`config.mk`:
```
export PLATFORM = sky130hd
export DESIGN_NAME = image_similarity_accumulator_top_flat
export DESIGN_NICKNAME = d
export VERILOG_FILES = /design/src/rtl/isa_pkg.sv /design/src/rtl/isa_pix_if.sv /design/src/rtl/isa_res_if.sv /design/src/rtl/isa_div.sv /design/src/rtl/isa_dp.sv /design/src/rtl/isa_ctrl.sv /design/src/rtl/image_similarity_accumulator_top.sv /design/src/flat_wrapper.sv
export SDC_FILE = /design/constraint.sdc
export NUM_CORES = 2
export LEC_CHECK = 0
export BUFFER_PORTS_ARGS = -buffer_cell sky130_fd_sc_hd__buf_2
export CORE_MARGIN = 2
export CORE_UTILIZATION = 45
export CTS_BUF_LIST = sky130_fd_sc_hd__clkbuf_8
export DETAILED_ROUTE_END_ITERATION = 10
export PLACE_DENSITY = 0.73
export SKIP_CTS_REPAIR_TIMING = 1
export SYNTH_ARGS = -nofsm -noshare
export SYNTH_HDL_FRONTEND = slang
export SYNTH_SLANG_ARGS = --single-unit
```
`constraint.sdc`:
```
create_clock -name i_clk -period 13.9 [get_ports i_clk]
set_input_delay 0.695 -clock i_clk [delete_from_list [all_inputs] [get_ports i_clk]]
set_output_delay 0.695 -clock i_clk [all_outputs]
set_load 0.03 [all_outputs]
```
`src/rtl/isa_pkg.sv`:
```
// ----------------------------------------------------------------------------
// Image similarity accumulator package
// Widths, derived sizes and the command and status types shared by the
// controller, the datapath and the top level.
// ----------------------------------------------------------------------------
package isa_pkg;

    // Largest image is 2**MAX_PIXELS_LOG2 pixel pairs.
    localparam int MAX_PIXELS_LOG2 = 22;
    // Fraction bits of the similarity results and of each per-pixel ratio.
    localparam int FRACTION_BITS   = 16;

    localparam int PIX_W     = 8;
    localparam int PROD_W    = 2 * PIX_W;
    localparam int SQ_W      = PROD_W + MAX_PIXELS_LOG2;
    localparam int RATIO_W   = FRACTION_BITS + MAX_PIXELS_LOG2 + 1;
    localparam int CNT_W     = MAX_PIXELS_LOG2 + 1;
    localparam int SIM_W     = FRACTION_BITS + 1;
    localparam int DEN_W     = SQ_W + 1;
    localparam int REM_W     = DEN_W + 1;
    localparam int DIV_STEPS = FRACTION_BITS + 1;
    localparam int STEP_W    = $clog2(DIV_STEPS);

    // Commands from the controller to the datapath.
    typedef struct packed {
        logic accept;     // capture a pixel pair and accumulate its products
        logic ratio_add;  // add the finished per-pixel ratio
        logic den_load;   // form the Tanimoto denominator
        logic tan_start;  // start the Tanimoto division
        logic tan_save;   // keep the Tanimoto quotient
        logic mr_start;   // start the mean-ratio division
        logic finish;     // load the result register and clear the sums
    } t_dp_cmd;

    // Status from the datapath to the controller.
    typedef struct packed {
        logic div_busy;   // the shared divider is iterating
        logic out_free;   // the result register can take a new result
    } t_dp_stat;

endpackage

```
`src/rtl/isa_pix_if.sv`:
```
// ----------------------------------------------------------------------------
// Pixel pair channel
// Carries one pixel pair of the two images and the last-pixel marker.
// ----------------------------------------------------------------------------
interface isa_pix_if;
    logic                      valid;
    logic                      ready;
    logic [isa_pkg::PIX_W-1:0] pixel_first;
    logic [isa_pkg::PIX_W-1:0] pixel_second;
    logic                      last_pixel;

    modport source (output valid, output pixel_first, output pixel_second,
                    output last_pixel, input ready);
    modport sink   (input valid, input pixel_first, input pixel_second,
                    input last_pixel, output ready);
endinterface

```
`src/rtl/isa_res_if.sv`:
```
// ----------------------------------------------------------------------------
// Similarity result channel
// Carries the similarity figures, the raw sums and the two flags of an image.
// ----------------------------------------------------------------------------
interface isa_res_if;
    logic                        valid;
    logic                        ready;
    logic [isa_pkg::SIM_W-1:0]   tanimoto_similarity;
    logic [isa_pkg::SIM_W-1:0]   min_ratio_similarity;
    logic [isa_pkg::SQ_W-1:0]    inner_product;
    logic [isa_pkg::SQ_W-1:0]    sum_squares_first;
    logic [isa_pkg::SQ_W-1:0]    sum_squares_second;
    logic [isa_pkg::RATIO_W-1:0] ratio_total;
    logic [isa_pkg::CNT_W-1:0]   pixel_total;
    logic                        tanimoto_undefined;
    logic                        too_many_pixels;

    modport source (output valid, output tanimoto_similarity,
                    output min_ratio_similarity, output inner_product,
                    output sum_squares_first, output sum_squares_second,
                    output ratio_total, output pixel_total,
                    output tanimoto_undefined, output too_many_pixels,
                    input ready);
    modport sink   (input valid, input tanimoto_similarity,
                    input min_ratio_similarity, input inner_product,
                    input sum_squares_first, input sum_squares_second,
                    input ratio_total, input pixel_total,
                    input tanimoto_undefined, input too_many_pixels,
                    output ready);
endinterface

```
`src/rtl/isa_div.sv`:
```
// ----------------------------------------------------------------------------
// Shared fractional divider
// Restoring divider, one quotient bit per cycle, FRACTION_BITS+1 bits.
// ----------------------------------------------------------------------------
module isa_div (
    input  logic                               i_clk,
    input  logic                               i_rst_n,
    input  logic                               i_start,
    input  logic [isa_pkg::REM_W-1:0]          i_num,
    input  logic [isa_pkg::DEN_W-1:0]          i_den,
    input  logic [isa_pkg::FRACTION_BITS-1:0]  i_low,
    output logic                               o_busy,
    output logic [isa_pkg::SIM_W-1:0]          o_quot
);

    logic                              r_busy;
    logic [isa_pkg::STEP_W-1:0]        r_step;
    logic [isa_pkg::REM_W-1:0]         r_rem;
    logic [isa_pkg::DEN_W-1:0]         r_den;
    logic [isa_pkg::FRACTION_BITS-1:0] r_low;
    logic [isa_pkg::SIM_W-1:0]         r_quot;
    logic [isa_pkg::REM_W-1:0]         w_trial;
    logic [isa_pkg::REM_W-1:0]         w_diff;
    logic [isa_pkg::REM_W-1:0]         n_rem;
    logic                              w_ge;

    // The first step compares the numerator as it is; every later step
    // shifts in the next low dividend bit.
    always_comb begin
        if (r_step == '0) begin
            w_trial = r_rem;
        end else begin
            w_trial = {r_rem[isa_pkg::REM_W-2:0], r_low[isa_pkg::FRACTION_BITS-1]};
        end
        w_ge   = (w_trial >= {1'b0, r_den});
        w_diff = w_trial - {1'b0, r_den};
        n_rem  = w_ge ? w_diff : w_trial;
    end

    always_ff @(posedge i_clk) begin
        if (!i_rst_n) begin
            r_busy <= 1'b0;
            r_step <= '0;
        end else if (i_start) begin
            r_busy <= 1'b1;
            r_step <= '0;
        end else if (r_busy) begin
            if (r_step == isa_pkg::STEP_W'(isa_pkg::DIV_STEPS - 1)) begin
                r_busy <= 1'b0;
            end
            r_step <= r_step + isa_pkg::STEP_W'(1);
        end
    end

    always_ff @(posedge i_clk) begin
        if (i_start) begin
            r_rem  <= i_num;
            r_den  <= i_den;
            r_low  <= i_low;
            r_quot <= '0;
        end else if (r_busy) begin
            r_rem  <= n_rem;
            r_quot <= {r_quot[isa_pkg::SIM_W-2:0], w_ge};
            if (r_step != '0) begin
                r_low <= {r_low[isa_pkg::FRACTION_BITS-2:0], 1'b0};
            end
        end
    end

    assign o_busy = r_busy;
    assign o_quot = r_quot;

endmodule

```
`src/rtl/isa_dp.sv`:
```
// ----------------------------------------------------------------------------
// Similarity datapath
// Accumulators, Tanimoto denominator, shared divider and result register.
// ----------------------------------------------------------------------------
module isa_dp (
    input  logic                      i_clk,
    input  logic                      i_rst_n,
    input  isa_pkg::t_dp_cmd          i_cmd,
    output isa_pkg::t_dp_stat         o_stat,
    input  logic [isa_pkg::PIX_W-1:0] i_pixel_first,
    input  logic [isa_pkg::PIX_W-1:0] i_pixel_second,
    isa_res_if.source                 o_res
);

    logic [isa_pkg::SQ_W-1:0]          r_inner;
    logic [isa_pkg::SQ_W-1:0]          r_sq_first;
    logic [isa_pkg::SQ_W-1:0]          r_sq_second;
    logic [isa_pkg::RATIO_W-1:0]       r_ratio;
    logic [isa_pkg::CNT_W-1:0]         r_count;
    logic                              r_ovf;
    logic                              r_ratio_en;
    logic [isa_pkg::DEN_W-1:0]         r_den;
    logic                              r_undef;
    logic [isa_pkg::SIM_W-1:0]         r_tan;
    logic                              r_out_valid;

    logic [isa_pkg::SIM_W-1:0]         r_o_tan;
    logic [isa_pkg::SIM_W-1:0]         r_o_mr;
    logic [isa_pkg::SQ_W-1:0]          r_o_inner;
    logic [isa_pkg::SQ_W-1:0]          r_o_sq_first;
    logic [isa_pkg::SQ_W-1:0]          r_o_sq_second;
    logic [isa_pkg::RATIO_W-1:0]       r_o_ratio;
    logic [isa_pkg::CNT_W-1:0]         r_o_count;
    logic                              r_o_undef;
    logic                              r_o_ovf;

    logic [isa_pkg::PIX_W-1:0]         w_lo;
    logic [isa_pkg::PIX_W-1:0]         w_hi;
    logic [isa_pkg::PROD_W-1:0]        w_ab;
    logic [isa_pkg::PROD_W-1:0]        w_aa;
    logic [isa_pkg::PROD_W-1:0]        w_bb;
    logic                              w_at_limit;
    logic                              w_both_nz;
    logic                              w_div_start;
    logic [isa_pkg::REM_W-1:0]         w_div_num;
    logic [isa_pkg::DEN_W-1:0]         w_div_den;
    logic [isa_pkg::FRACTION_BITS-1:0] w_div_low;
    logic                              w_div_busy;
    logic [isa_pkg::SIM_W-1:0]         w_quot;

    always_comb begin
        w_lo = (i_pixel_first < i_pixel_second) ? i_pixel_first : i_pixel_second;
        w_hi = (i_pixel_first < i_pixel_second) ? i_pixel_second : i_pixel_first;
        w_ab = isa_pkg::PROD_W'(i_pixel_first) * isa_pkg::PROD_W'(i_pixel_second);
        w_aa = isa_pkg::PROD_W'(i_pixel_first) * isa_pkg::PROD_W'(i_pixel_first);
        w_bb = isa_pkg::PROD_W'(i_pixel_second) * isa_pkg::PROD_W'(i_pixel_second);
        // The count never passes the limit, so its top bit marks a full image.
        w_at_limit = r_count[isa_pkg::CNT_W-1];
        w_both_nz  = (i_pixel_first != '0) && (i_pixel_second != '0);
    end

    always_comb begin
        w_div_start = (i_cmd.accept && !w_at_limit && w_both_nz)
                      || i_cmd.tan_start || i_cmd.mr_start;
        if (i_cmd.mr_start) begin
            // Mean ratio: the high part is at most the count, the low
            // fraction bits are brought down one per step.
            w_div_num = isa_pkg::REM_W'(r_ratio[isa_pkg::RATIO_W-1:isa_pkg::FRACTION_BITS]);
            w_div_den = isa_pkg::DEN_W'(r_count);
            w_div_low = r_ratio[isa_pkg::FRACTION_BITS-1:0];
        end else if (i_cmd.tan_start) begin
            w_div_num = isa_pkg::REM_W'(r_inner);
            w_div_den = r_den;
            w_div_low = '0;
        end else begin
            w_div_num = isa_pkg::REM_W'(w_lo);
            w_div_den = isa_pkg::DEN_W'(w_hi);
            w_div_low = '0;
        end
    end

    isa_div u_div (
        .i_clk   (i_clk),
        .i_rst_n (i_rst_n),
        .i_start (w_div_start),
        .i_num   (w_div_num),
        .i_den   (w_div_den),
        .i_low   (w_div_low),
        .o_busy  (w_div_busy),
        .o_quot  (w_quot)
    );

    // Accumulator state.
    always_ff @(posedge i_clk) begin
        if (!i_rst_n) begin
            r_inner     <= '0;
            r_sq_first  <= '0;
            r_sq_second <= '0;
            r_ratio     <= '0;
            r_count     <= '0;
            r_ovf       <= 1'b0;
            r_ratio_en  <= 1'b0;
        end else if (i_cmd.finish) begin
            r_inner     <= '0;
            r_sq_first  <= '0;
            r_sq_second <= '0;
            r_ratio     <= '0;
            r_count     <= '0;
            r_ovf       <= 1'b0;
            r_ratio_en  <= 1'b0;
        end else if (i_cmd.accept) begin
            if (w_at_limit) begin
                r_ovf      <= 1'b1;
                r_ratio_en <= 1'b0;
            end else begin
                r_inner     <= r_inner + isa_pkg::SQ_W'(w_ab);
                r_sq_first  <= r_sq_first + isa_pkg::SQ_W'(w_aa);
                r_sq_second <= r_sq_second + isa_pkg::SQ_W'(w_bb);
                r_count     <= r_count + isa_pkg::CNT_W'(1);
                r_ratio_en  <= w_both_nz;
            end
        end else if (i_cmd.ratio_add && r_ratio_en) begin
            r_ratio <= r_ratio + isa_pkg::RATIO_W'(w_quot);
        end
    end

    // Per-image working registers.
    always_ff @(posedge i_clk) begin
        if (i_cmd.den_load) begin
            r_den <= isa_pkg::DEN_W'(r_sq_first) + isa_pkg::DEN_W'(r_sq_second)
                     - isa_pkg::DEN_W'(r_inner);
        end
        if (i_cmd.tan_start) begin
            r_undef <= (r_den == '0);
        end
        if (i_cmd.tan_save) begin
            r_tan <= w_quot;
        end
    end

    // Result register.
    always_ff @(posedge i_clk) begin
        if (i_cmd.finish) begin
            r_o_tan       <= r_undef ? '0 : r_tan;
            r_o_mr        <= w_quot;
            r_o_inner     <= r_inner;
            r_o_sq_first  <= r_sq_first;
            r_o_sq_second <= r_sq_second;
            r_o_ratio     <= r_ratio;
            r_o_count     <= r_count;
            r_o_undef     <= r_undef;
            r_o_ovf       <= r_ovf;
        end
    end

    always_ff @(posedge i_clk) begin
        if (!i_rst_n) begin
            r_out_valid <= 1'b0;
        end else if (i_cmd.finish) begin
            r_out_valid <= 1'b1;
        end else if (o_res.ready) begin
            r_out_valid <= 1'b0;
        end
    end

    assign o_stat.div_busy = w_div_busy;
    assign o_stat.out_free = !r_out_valid || o_res.ready;

    assign o_res.valid                = r_out_valid;
    assign o_res.tanimoto_similarity  = r_o_tan;
    assign o_res.min_ratio_similarity = r_o_mr;
    assign o_res.inner_product        = r_o_inner;
    assign o_res.sum_squares_first    = r_o_sq_first;
    assign o_res.sum_squares_second   = r_o_sq_second;
    assign o_res.ratio_total          = r_o_ratio;
    assign o_res.pixel_total          = r_o_count;
    assign o_res.tanimoto_undefined   = r_o_undef;
    assign o_res.too_many_pixels      = r_o_ovf;

endmodule

```
`src/rtl/isa_ctrl.sv`:
```
// ----------------------------------------------------------------------------
// Similarity controller
// Sequences pixel accumulation and the two divisions at the end of an image.
// ----------------------------------------------------------------------------
module isa_ctrl (
    input  logic               i_clk,
    input  logic               i_rst_n,
    input  logic               i_valid,
    input  logic               i_last,
    output logic               o_ready,
    output isa_pkg::t_dp_cmd   o_cmd,
    input  isa_pkg::t_dp_stat  i_stat
);

    localparam logic [2:0] ST_IDLE      = 3'd0;
    localparam logic [2:0] ST_PIX_WAIT  = 3'd1;
    localparam logic [2:0] ST_TAN_PREP  = 3'd2;
    localparam logic [2:0] ST_TAN_START = 3'd3;
    localparam logic [2:0] ST_TAN_WAIT  = 3'd4;
    localparam logic [2:0] ST_MR_START  = 3'd5;
    localparam logic [2:0] ST_MR_WAIT   = 3'd6;
    localparam logic [2:0] ST_FINISH    = 3'd7;

    logic [2:0] r_state;
    logic [2:0] n_state;
    logic       r_last;
    logic       w_accept;

    assign o_ready  = (r_state == ST_IDLE);
    assign w_accept = i_valid && o_ready;

    always_comb begin
        n_state = r_state;
        o_cmd   = '0;
        case (r_state)
            ST_IDLE: begin
                if (w_accept) begin
                    o_cmd.accept = 1'b1;
                    n_state      = ST_PIX_WAIT;
                end
            end
            ST_PIX_WAIT: begin
                if (!i_stat.div_busy) begin
                    o_cmd.ratio_add = 1'b1;
                    n_state         = r_last ? ST_TAN_PREP : ST_IDLE;
                end
            end
            ST_TAN_PREP: begin
                o_cmd.den_load = 1'b1;
                n_state        = ST_TAN_START;
            end
            ST_TAN_START: begin
                o_cmd.tan_start = 1'b1;
                n_state         = ST_TAN_WAIT;
            end
            ST_TAN_WAIT: begin
                if (!i_stat.div_busy) begin
                    o_cmd.tan_save = 1'b1;
                    n_state        = ST_MR_START;
                end
            end
            ST_MR_START: begin
                o_cmd.mr_start = 1'b1;
                n_state        = ST_MR_WAIT;
            end
            ST_MR_WAIT: begin
                if (!i_stat.div_busy) begin
                    n_state = ST_FINISH;
                end
            end
            ST_FINISH: begin
                if (i_stat.out_free) begin
                    o_cmd.finish = 1'b1;
                    n_state      = ST_IDLE;
                end
            end
            default: begin
                n_state = ST_IDLE;
            end
        endcase
    end

    always_ff @(posedge i_clk) begin
        if (!i_rst_n) begin
            r_state <= ST_IDLE;
            r_last  <= 1'b0;
        end else begin
            r_state <= n_state;
            if (w_accept) begin
                r_last <= i_last;
            end
        end
    end

endmodule

```
`src/rtl/image_similarity_accumulator_top.sv`:
```
// ----------------------------------------------------------------------------
// Image similarity accumulator
// Tanimoto and minimum-ratio similarity of two grayscale images.
// ----------------------------------------------------------------------------
// Pixel pairs of two equally sized 8-bit images enter one transaction at a
// time on i_pix; the pair flagged last_pixel closes the image. A pair with
// two nonzero pixels is accepted and its three products added, then the
// shared restoring divider forms the Q1.16 min/max ratio, one bit per cycle,
// and the ratio is added. A pair holding a zero pixel, or one beyond the
// limit of 2**22 pairs, skips the division: it is accepted, then a step
// follows that adds nothing to the ratio sum. After the last pair the same
// divider runs twice more, for the Tanimoto quotient and then for the mean
// ratio, before the result transaction appears on o_res. The result sits in
// its own output register, so new pixel pairs are taken while it waits; only
// a second image that finishes before the first result is taken has to wait
// for it.
// ----------------------------------------------------------------------------
module image_similarity_accumulator_top (
    input  logic      i_clk,
    input  logic      i_rst_n,
    isa_pix_if.sink   i_pix,
    isa_res_if.source o_res
);

    isa_pkg::t_dp_cmd  w_cmd;
    isa_pkg::t_dp_stat w_stat;
    logic              w_ready;

    // The controller owns the input handshake and sequences the datapath.
    isa_ctrl u_ctrl (
        .i_clk   (i_clk),
        .i_rst_n (i_rst_n),
        .i_valid (i_pix.valid),
        .i_last  (i_pix.last_pixel),
        .o_ready (w_ready),
        .o_cmd   (w_cmd),
        .i_stat  (w_stat)
    );

    assign i_pix.ready = w_ready;

    // The datapath holds the sums, the divider and the result register.
    isa_dp u_dp (
        .i_clk          (i_clk),
        .i_rst_n        (i_rst_n),
        .i_cmd          (w_cmd),
        .o_stat         (w_stat),
        .i_pixel_first  (i_pix.pixel_first),
        .i_pixel_second (i_pix.pixel_second),
        .o_res          (o_res)
    );

    // A new pair is taken only while the divider is free.
    a_ready_div_idle: assert property (@(posedge i_clk) disable iff (!i_rst_n)
        w_ready |-> !w_stat.div_busy)
        else $error("pixel pair accepted while the divider is busy");

    // A result is never loaded over one that has not been taken.
    a_finish_free: assert property (@(posedge i_clk) disable iff (!i_rst_n)
        w_cmd.finish |-> w_stat.out_free)
        else $error("result register overwritten");

    // The controller issues at most one command per cycle.
    a_cmd_onehot: assert property (@(posedge i_clk) disable iff (!i_rst_n)
        $onehot0(w_cmd))
        else $error("more than one datapath command");

    // An undefined Tanimoto value is reported as zero.
    a_undef_zero: assert property (@(posedge i_clk) disable iff (!i_rst_n)
        (o_res.valid && o_res.tanimoto_undefined) |-> (o_res.tanimoto_similarity == '0))
        else $error("undefined Tanimoto similarity is not zero");

endmodule
```
`src/flat_wrapper.sv`:
```
// flat-port wrapper written by rule: the top's interface ports become plain ports
module image_similarity_accumulator_top_flat 
  (i_clk, i_rst_n, i_pix_valid, i_pix_pixel_first, i_pix_pixel_second, i_pix_last_pixel, i_pix_ready, o_res_valid, o_res_tanimoto_similarity, o_res_min_ratio_similarity, o_res_inner_product, o_res_sum_squares_first, o_res_sum_squares_second, o_res_ratio_total, o_res_pixel_total, o_res_tanimoto_undefined, o_res_too_many_pixels, o_res_ready);
  isa_pix_if i_pix_i ();
  isa_res_if o_res_i ();
  input  logic i_clk;
  input  logic i_rst_n;
  input wire logic [$bits(i_pix_i.valid)-1:0] i_pix_valid;
  input wire logic [$bits(i_pix_i.pixel_first)-1:0] i_pix_pixel_first;
  input wire logic [$bits(i_pix_i.pixel_second)-1:0] i_pix_pixel_second;
  input wire logic [$bits(i_pix_i.last_pixel)-1:0] i_pix_last_pixel;
  output wire logic [$bits(i_pix_i.ready)-1:0] i_pix_ready;
  output wire logic [$bits(o_res_i.valid)-1:0] o_res_valid;
  output wire logic [$bits(o_res_i.tanimoto_similarity)-1:0] o_res_tanimoto_similarity;
  output wire logic [$bits(o_res_i.min_ratio_similarity)-1:0] o_res_min_ratio_similarity;
  output wire logic [$bits(o_res_i.inner_product)-1:0] o_res_inner_product;
  output wire logic [$bits(o_res_i.sum_squares_first)-1:0] o_res_sum_squares_first;
  output wire logic [$bits(o_res_i.sum_squares_second)-1:0] o_res_sum_squares_second;
  output wire logic [$bits(o_res_i.ratio_total)-1:0] o_res_ratio_total;
  output wire logic [$bits(o_res_i.pixel_total)-1:0] o_res_pixel_total;
  output wire logic [$bits(o_res_i.tanimoto_undefined)-1:0] o_res_tanimoto_undefined;
  output wire logic [$bits(o_res_i.too_many_pixels)-1:0] o_res_too_many_pixels;
  input wire logic [$bits(o_res_i.ready)-1:0] o_res_ready;
  assign i_pix_i.valid = i_pix_valid;
  assign i_pix_i.pixel_first = i_pix_pixel_first;
  assign i_pix_i.pixel_second = i_pix_pixel_second;
  assign i_pix_i.last_pixel = i_pix_last_pixel;
  assign i_pix_ready = i_pix_i.ready;
  assign o_res_valid = o_res_i.valid;
  assign o_res_tanimoto_similarity = o_res_i.tanimoto_similarity;
  assign o_res_min_ratio_similarity = o_res_i.min_ratio_similarity;
  assign o_res_inner_product = o_res_i.inner_product;
  assign o_res_sum_squares_first = o_res_i.sum_squares_first;
  assign o_res_sum_squares_second = o_res_i.sum_squares_second;
  assign o_res_ratio_total = o_res_i.ratio_total;
  assign o_res_pixel_total = o_res_i.pixel_total;
  assign o_res_tanimoto_undefined = o_res_i.tanimoto_undefined;
  assign o_res_too_many_pixels = o_res_i.too_many_pixels;
  assign o_res_i.ready = o_res_ready;
  image_similarity_accumulator_top u_core (.i_clk(i_clk), .i_rst_n(i_rst_n), .i_pix(i_pix_i), .o_res(o_res_i));
endmodule
```
Word-level counts from Yosys, hierarchy flattened. Cells that the tools add are included.

Register bits after elaboration: 570. Input bits: 21. Output and inout bits: 214. Word-level logic and storage cells: 126.

Add/subtract/negate cells: 9. Multipliers: 3. Order comparisons: 2. Equality and inequality tests: 13. Mux-type cells: 38. Bitwise logic cells: 4. Reductions and logical operators: 27.

Operators by type and width (number): two-way mux 40 bit (4); adder 38 x 16 -> 38 bit (3); two-way mux 38 bit (2); two-way mux 23 bit (3); two-way mux 16 bit (4); multiplier 8 x 8 -> 16 bit (3); greater-or-equal comparator 40 x 39 -> 1 bit (1); subtractor 40 x 39 -> 40 bit (1); adder 38 x 38 -> 39 bit (1); adder 39 x 17 -> 39 bit (1); logical NOT 39 bit (1); subtractor 39 x 38 -> 39 bit (1); one-hot mux 3 bit (8 select lines) (1); adder 23 x 1 -> 23 bit (second input constant) (1); two-way mux 1 bit (16); two-way mux 8 bit (2); nonzero test 8 bit (2); two-way mux 3 bit (5); == test 3 bit (second input constant) (4); < comparator 8 bit (1); != test 2 bit (second input constant) (4); AND reduction 2 bit (4); == test 3 x 2 -> 1 bit (second input constant) (2); nonzero test 2 bit (3); 14 further kinds (26).

Longest topological paths before layout.
Depth in word-level cells: 10. Mapped depth: 23. Depth with buffers taken out: 22.

Modules after synthesis. A second synthesis with hierarchy kept.

Cells, all modules: 3601. Area total of the unflattened synthesis: 36000.8 um2.

Modules (own cells, without submodules): isa_dp (instances 1, cells each 2817, area each 28033.1 um2, seq. area each 11661.2 um2); isa_div (instances 1, cells each 750, area each 7684.9 um2, seq. area each 3313.2 um2); isa_ctrl (instances 1, cells each 34, area each 282.8 um2, seq. area each 80.1 um2).

Worst setup path after synthesis. Ideal clock, no wire load.

Path type: input to register. Start point: input o_res_ready. End point: register u_core.u_dp.r_sq_second[17] in the netlist's numbering. Setup time: 0.134 ns. Arrival time: 11.981 ns. Slack: 1.785 ns. Cell stages on the path: 5. Path buffers: 0. Cell sequence: nand2b_1 -> nor2b_1 -> nor2b_1 -> nand4_1 -> nand3b_1.

RTL lines: from (decl) (RTL line flat_wrapper.sv:23) `input wire logic [$bits(o_res_i.ready)-1:0] o_res_ready;`; to (signal assigned) (RTL line isa_dp.sv:118) `r_sq_second <= r_sq_second + isa_pkg::SQ_W'(w_bb);`; to (decl) (RTL line isa_dp.sv:17) `logic [isa_pkg::SQ_W-1:0] r_sq_second;`.

Final worst setup path.
Start point: input i_pix_pixel_second[7]. End point: register u_core.u_dp.r_sq_second[32] in the netlist's numbering.

Word-level cells in the longest chain between the ends: 2.

Ends and longest elaborated chain: from (decl) (RTL line flat_wrapper.sv:10) `input wire logic [$bits(i_pix_i.pixel_second)-1:0] i_pix_pixel_second;`; multiplier 8 x 8 -> 16 bit (RTL line isa_dp.sv:56) `w_bb = isa_pkg::PROD_W'(i_pixel_second) * isa_pkg::PROD_W'(i_pixel_second);`; adder 38 x 16 -> 38 bit (RTL line isa_dp.sv:118).

No other way between the ends. A chain may end at the register's enable or synchronous reset.

==> impl_metrics.prom <==
# TYPE chip_impl_metric gauge
chip_impl_metric{name="finalHoldViolCount",unit=""} 0
chip_impl_metric{name="area.growth.synth_to_final",unit="%"} 12.24
chip_impl_info{name="setup_repair_after_global_routing_missed_its_margin",value="false"} 1
chip_impl_metric{name="fin_nets",unit=""} 4103
chip_impl_metric{name="worstPathRequired",unit="ns"} 14.42
chip_impl_metric{name="grt_start_max_net_pins",unit=""} 83
chip_impl_metric{name="post_route_cells_drive_above_1_share",unit="%"} 12.98
chip_impl_metric{name="placeableCoreArea",unit="sq mm"} 0.07721
chip_impl_info{name="critical_path_class",value="in2reg"} 1
chip_impl_info{name="setup.worst_path.end_class",value="flip-flop"} 1
chip_impl_metric{name="tns",unit="ns"} 0
chip_impl_metric{name="netlist_area",unit="sq mm"} 0.03503
chip_impl_metric{name="crit_fanout",unit=""} 13
chip_impl_info{name="grt.busiest_layer",value="met2"} 1
chip_impl_metric{name="global_route.usage.met2",unit="%"} 36.84
chip_impl_metric{name="synth.lib_cells_used.distinct",unit=""} 81
chip_impl_info{name="cts-root-buf",value="sky130_fd_sc_hd__clkbuf_8"} 1
chip_impl_metric{name="initial_drt_pass_iterations",unit=""} 7
chip_impl_metric{name="clk_transition_reported_paths",unit="ns"} 0.06
chip_impl_metric{name="p_sw_share",unit="%"} 39.64
chip_impl_metric{name="power_switching",unit="uW"} 3059
chip_impl_metric{name="setup_viol",unit=""} 0
chip_impl_metric{name="floorplan.rows",unit=""} 102
chip_impl_metric{name="maxCapViolCount",unit=""} 0
chip_impl_info{name="tritoncts_clock_tree",value="done"} 1
chip_impl_metric{name="boundaryPins",unit=""} 235
chip_impl_metric{name="wirelength",unit="um"} 88740
chip_impl_metric{name="synth-async-reset-ratio",unit="%"} 0
chip_impl_info{name="critical_path.startpoint_type",value="input port"} 1
chip_impl_metric{name="starting_density_of_the_core",unit="%"} 45.37
chip_impl_info{name="yosys-top-cells-area",value="sky130_fd_sc_hd__edfxtp_1 31%, sky130_fd_sc_hd__dfxtp_1 12%, sky130_fd_sc_hd__fa_1 9.4%"} 1
chip_impl_metric{name="groute.usage.overall",unit="%"} 22.07
chip_impl_metric{name="first_global_vias",unit=""} 25470
chip_impl_metric{name="power.total",unit="uW"} 7717
chip_impl_metric{name="fin_cells",unit=""} 4804
chip_impl_info{name="outcome",value="finished, final reports clean"} 1
chip_impl_metric{name="remaining_drc_errors",unit=""} 0
chip_impl_metric{name="internal-power",unit="uW"} 4658
chip_impl_metric{name="place.gp.congestion",unit=""} 0.9250
chip_impl_metric{name="synth_edf_count",unit=""} 364
chip_impl_metric{name="yosys_warnings",unit=""} 0
chip_impl_metric{name="clock_skew",unit="ns"} 0.07827
chip_impl_metric{name="power.leakage",unit="uW"} 0.01716
chip_impl_metric{name="mappedNetlistNets",unit=""} 3870
chip_impl_metric{name="synthCells",unit=""} 3446
chip_impl_metric{name="grt_antenna_before_repair",unit=""} 7
chip_impl_metric{name="cts-htree-levels",unit=""} 3
chip_impl_metric{name="grt_first_pass_wirelength",unit="um"} 140700
chip_impl_metric{name="vias",unit=""} 25420
chip_impl_metric{name="seq_power_share",unit="%"} 29.2
chip_impl_metric{name="seq_area_frac_synth",unit="%"} 42.98
chip_impl_metric{name="slew-limit-headroom",unit="%"} 31.27
chip_impl_metric{name="die_height",unit="um"} 283.0
chip_impl_metric{name="worst_pin_slew",unit="ns"} 1.031
chip_impl_metric{name="clkSinkCount",unit=""} 570
chip_impl_metric{name="finalCritPeriodShare",unit="%"} 40.93
chip_impl_metric{name="gr-usage-met3",unit="%"} 3.269
chip_impl_metric{name="routed_via_density",unit=""} 5.292
chip_impl_info{name="synth_area_leader_cell",value="sky130_fd_sc_hd__edfxtp_1"} 1
chip_impl_metric{name="die_area",unit="sq mm"} 0.08009
chip_impl_metric{name="place_hpwl",unit="um"} 66000
chip_impl_metric{name="clkPwrFrac",unit="%"} 20.9
chip_impl_metric{name="fmax",unit="MHz"} 175.8
chip_impl_info{name="dominantRegCellSynth",value="sky130_fd_sc_hd__edfxtp_1"} 1
chip_impl_metric{name="netlist.area_leader.share",unit="%"} 31.21
chip_impl_metric{name="synth_area_per_inst",unit="sq um"} 10.16
chip_impl_metric{name="comb_power_share",unit="%"} 49.9
chip_impl_metric{name="power.density",unit="mW/mm^2"} 196.3
chip_impl_metric{name="ys_seq_elements",unit=""} 570
chip_impl_metric{name="grt_remaining_overflow",unit=""} 0
chip_impl_metric{name="clockBufferDepth",unit=""} 3
chip_impl_metric{name="insertion_delay",unit="ns"} 0.74
chip_impl_metric{name="placedCellCount",unit=""} 4623
chip_impl_metric{name="ir_worst_vdd",unit="mV"} 0.1083
chip_impl_metric{name="place.port_buffers",unit=""} 234
chip_impl_metric{name="grt_util_met1",unit="%"} 29.19
chip_impl_info{name="min-delay-path-class",value="in2reg"} 1
chip_impl_metric{name="min_clock_period_post_route",unit="ns"} 5.689
chip_impl_metric{name="first_iter_violations",unit=""} 1771
chip_impl_metric{name="wire_per_inst",unit="um"} 18.47
chip_impl_metric{name="arrival",unit="ns"} 6.21
chip_impl_metric{name="tritoncts.num_buffers",unit=""} 94
chip_impl_metric{name="fp.dieW",unit="um"} 283.0
chip_impl_metric{name="finalMaxSlewViolations",unit=""} 0
chip_impl_metric{name="drtAntennaViolNets",unit=""} 0
==> synth_stat cells (7+ instances only) <==
cell type	instances
sky130_fd_sc_hd__nand2b_1	17
sky130_fd_sc_hd__xnor2_1	138
sky130_fd_sc_hd__nand3b_1	9
sky130_fd_sc_hd__a21o_1	74
sky130_fd_sc_hd__a31oi_1	19
sky130_fd_sc_hd__inv_1	471
sky130_fd_sc_hd__buf_2	15
sky130_fd_sc_hd__nor4_1	26
sky130_fd_sc_hd__edfxtp_1	364
sky130_fd_sc_hd__a21oi_1	184
sky130_fd_sc_hd__and3_1	27
sky130_fd_sc_hd__xor2_1	81
sky130_fd_sc_hd__ha_1	239
sky130_fd_sc_hd__a221oi_1	8
sky130_fd_sc_hd__nor2b_1	41
sky130_fd_sc_hd__clkbuf_1	96
sky130_fd_sc_hd__or3_1	16
sky130_fd_sc_hd__nor2_1	245
sky130_fd_sc_hd__o31ai_1	9
sky130_fd_sc_hd__a22o_1	20
sky130_fd_sc_hd__o21ai_1	10
sky130_fd_sc_hd__nor3_1	52
sky130_fd_sc_hd__mux2i_1	54
sky130_fd_sc_hd__nand3_1	54
sky130_fd_sc_hd__or2_2	11
sky130_fd_sc_hd__mux2_2	42
sky130_fd_sc_hd__a22oi_1	15
sky130_fd_sc_hd__o2111ai_1	8
sky130_fd_sc_hd__a21boi_0	9
sky130_fd_sc_hd__o21a_1	27
sky130_fd_sc_hd__o21bai_1	20
sky130_fd_sc_hd__nand2_1	312
sky130_fd_sc_hd__nand4_1	36
sky130_fd_sc_hd__a211oi_1	33
sky130_fd_sc_hd__dfxtp_1	206
sky130_fd_sc_hd__and2_1	75
sky130_fd_sc_hd__fa_1	164
sky130_fd_sc_hd__and4_1	7
sky130_fd_sc_hd__o21ai_0	109
sky130_fd_sc_hd__a211o_1	9
sky130_fd_sc_hd__o211ai_1	12
==> kinds of logic after synthesis <==
group / synth area share (%)
flops: 42.98
fa+ha+maj: 17.91
buf+inv: 6.537
compound gates: 11.31
xor+xnor: 5.476
simple gates: 12.90
mux: 2.893
==> final timing paths <==
path	from	end	slack (ns)	cells after the start
setup / recovery	i_pix_pixel_second[7]	u_core.u_dp.r_sq_second[32]	8.21	20
hold / removal	i_pix_last_pixel	u_core.u_ctrl.r_last	0.33	3
setup reg to reg	u_core.u_dp.r_sq_first[5]	u_core.u_dp.r_sq_first[33]	8.40	19
hold reg to reg	u_core.u_dp.r_sq_second[7]	u_core.u_dp.o_res.sum_squares_second[7]	0.41	0
==> final cells by class <==
| class | instances | area (sq um) |
|---|---|---|
| Inverter | 474 | 1779 |
| Clock buffer | 105 | 1445 |
| Antenna cell | 4 | 10.01 |
| Tap cell | 1040 | 1301 |
| Clock inverter | 72 | 633.1 |
| Sequential cell | 570 | 15050 |
| Multi-Input combinational cell | 2279 | 17730 |
| Fill cell | 6922 | 37900 |
| Timing Repair Buffer | 260 | 1366 |
==> metal layers <==
layer / share of wire, % / vias up / routed length (um)
li1: - / 12240 / -
met2: 47 / 745 / 42120
met4: 3.2 / 6 / 2802
met1: 43 / 12270 / 38120
met5: 0.041 / - / 36
met3: 6.4 / 162 / 5651
==> sequential cells by signal, summed over array words and instances, names as in the netlist, 5 cells and up <==
name                                    count
u_core.u_dp.o_res.inner_product            38
u_core.u_dp.o_res.min_ratio_similarity     17
u_core.u_dp.o_res.pixel_total              23
u_core.u_dp.o_res.ratio_total              39
u_core.u_dp.o_res.sum_squares_first        38
u_core.u_dp.o_res.sum_squares_second       38
u_core.u_dp.o_res.tanimoto_similarity      17
u_core.u_dp.r_count                        23
u_core.u_dp.r_den                          39
u_core.u_dp.r_inner                        38
u_core.u_dp.r_ratio                        39
u_core.u_dp.r_sq_first                     38
u_core.u_dp.r_sq_second                    38
u_core.u_dp.r_tan                          17
u_core.u_dp.u_div.o_quot                   17
u_core.u_dp.u_div.r_den                    39
u_core.u_dp.u_div.r_low                    16
u_core.u_dp.u_div.r_rem                    40
u_core.u_dp.u_div.r_step                    5
==> power groups by stage <==
| stage | logic, uW | clock network [uW] | registers [uW] |
|---|---|---|---|
| 6_report | 3850 | 1610 | 2260 |
| 2_1_floorplan | 3040 | 0 | 2220 |
| 3_3_place_gp | 3750 | 0 | 2280 |
| 5_1_grt | 4340 | 1720 | 2270 |
| 4_1_cts | 3830 | 1650 | 2250 |
| 3_5_place_dp | 3800 | 0 | 2290 |
==> stage by stage <==
step	worst slack, ns	utilization [%]	hold slack, ns	instance area, sq um
2_1_floorplan	1.785	-	0.4064	35030
3_3_place_gp	7.670	48.21	0.4106	37230
3_5_place_dp	7.622	48.21	0.4171	37230
4_1_cts	8.298	50.91	0.2747	39310
5_1_grt	7.848	50.92	0.3004	39320
6_report	8.211	50.92	0.3287	39320
==> worst max-delay path: stages <==
cell and delay [ns]:
sky130_fd_sc_hd__buf_2 0.27, sky130_fd_sc_hd__clkinv_1 0.28, sky130_fd_sc_hd__nor2_1 0.25, sky130_fd_sc_hd__fa_1 0.48, sky130_fd_sc_hd__fa_1 0.54, sky130_fd_sc_hd__fa_1 0.55
sky130_fd_sc_hd__inv_1 0.06, sky130_fd_sc_hd__fa_1 0.52, sky130_fd_sc_hd__inv_1 0.04, sky130_fd_sc_hd__ha_1 0.37, sky130_fd_sc_hd__a21o_1 0.21, sky130_fd_sc_hd__a21o_1 0.17
sky130_fd_sc_hd__a22oi_1 0.20, sky130_fd_sc_hd__o311ai_2 0.18, sky130_fd_sc_hd__nand4_1 0.18, sky130_fd_sc_hd__a21oi_1 0.12, sky130_fd_sc_hd__o21bai_1 0.70, sky130_fd_sc_hd__nor3_1 0.15
sky130_fd_sc_hd__xnor2_1 0.17, sky130_fd_sc_hd__nor2_1 0.05
==> placed cells by master (no fill, tap or decap), types with 20 or more instances in the layout <==
| cell type | n |
|---|---|
| sky130_fd_sc_hd__inv_1 | 502 |
| sky130_fd_sc_hd__edfxtp_1 | 364 |
| sky130_fd_sc_hd__nand2_1 | 312 |
| sky130_fd_sc_hd__nor2_1 | 243 |
| sky130_fd_sc_hd__ha_1 | 239 |
| sky130_fd_sc_hd__buf_2 | 234 |
| sky130_fd_sc_hd__dfxtp_1 | 206 |
| sky130_fd_sc_hd__a21oi_1 | 184 |
| sky130_fd_sc_hd__fa_1 | 164 |
| sky130_fd_sc_hd__xnor2_1 | 138 |
| sky130_fd_sc_hd__o21ai_0 | 108 |
| sky130_fd_sc_hd__clkbuf_8 | 105 |
| sky130_fd_sc_hd__xor2_1 | 81 |
| sky130_fd_sc_hd__and2_1 | 74 |
| sky130_fd_sc_hd__a21o_1 | 74 |
| sky130_fd_sc_hd__nand3_1 | 54 |
| sky130_fd_sc_hd__mux2i_1 | 54 |
| sky130_fd_sc_hd__nor3_1 | 52 |
| sky130_fd_sc_hd__mux2_2 | 42 |
| sky130_fd_sc_hd__nor2b_1 | 40 |
| sky130_fd_sc_hd__nand4_1 | 36 |
| sky130_fd_sc_hd__a211oi_1 | 33 |
| sky130_fd_sc_hd__o21a_1 | 27 |
| sky130_fd_sc_hd__and3_1 | 27 |
| sky130_fd_sc_hd__buf_4 | 26 |
| sky130_fd_sc_hd__nor4_1 | 25 |
| sky130_fd_sc_hd__o21bai_1 | 20 |
| sky130_fd_sc_hd__a22o_1 | 20 |
Power figures use the tool's default switching activity.
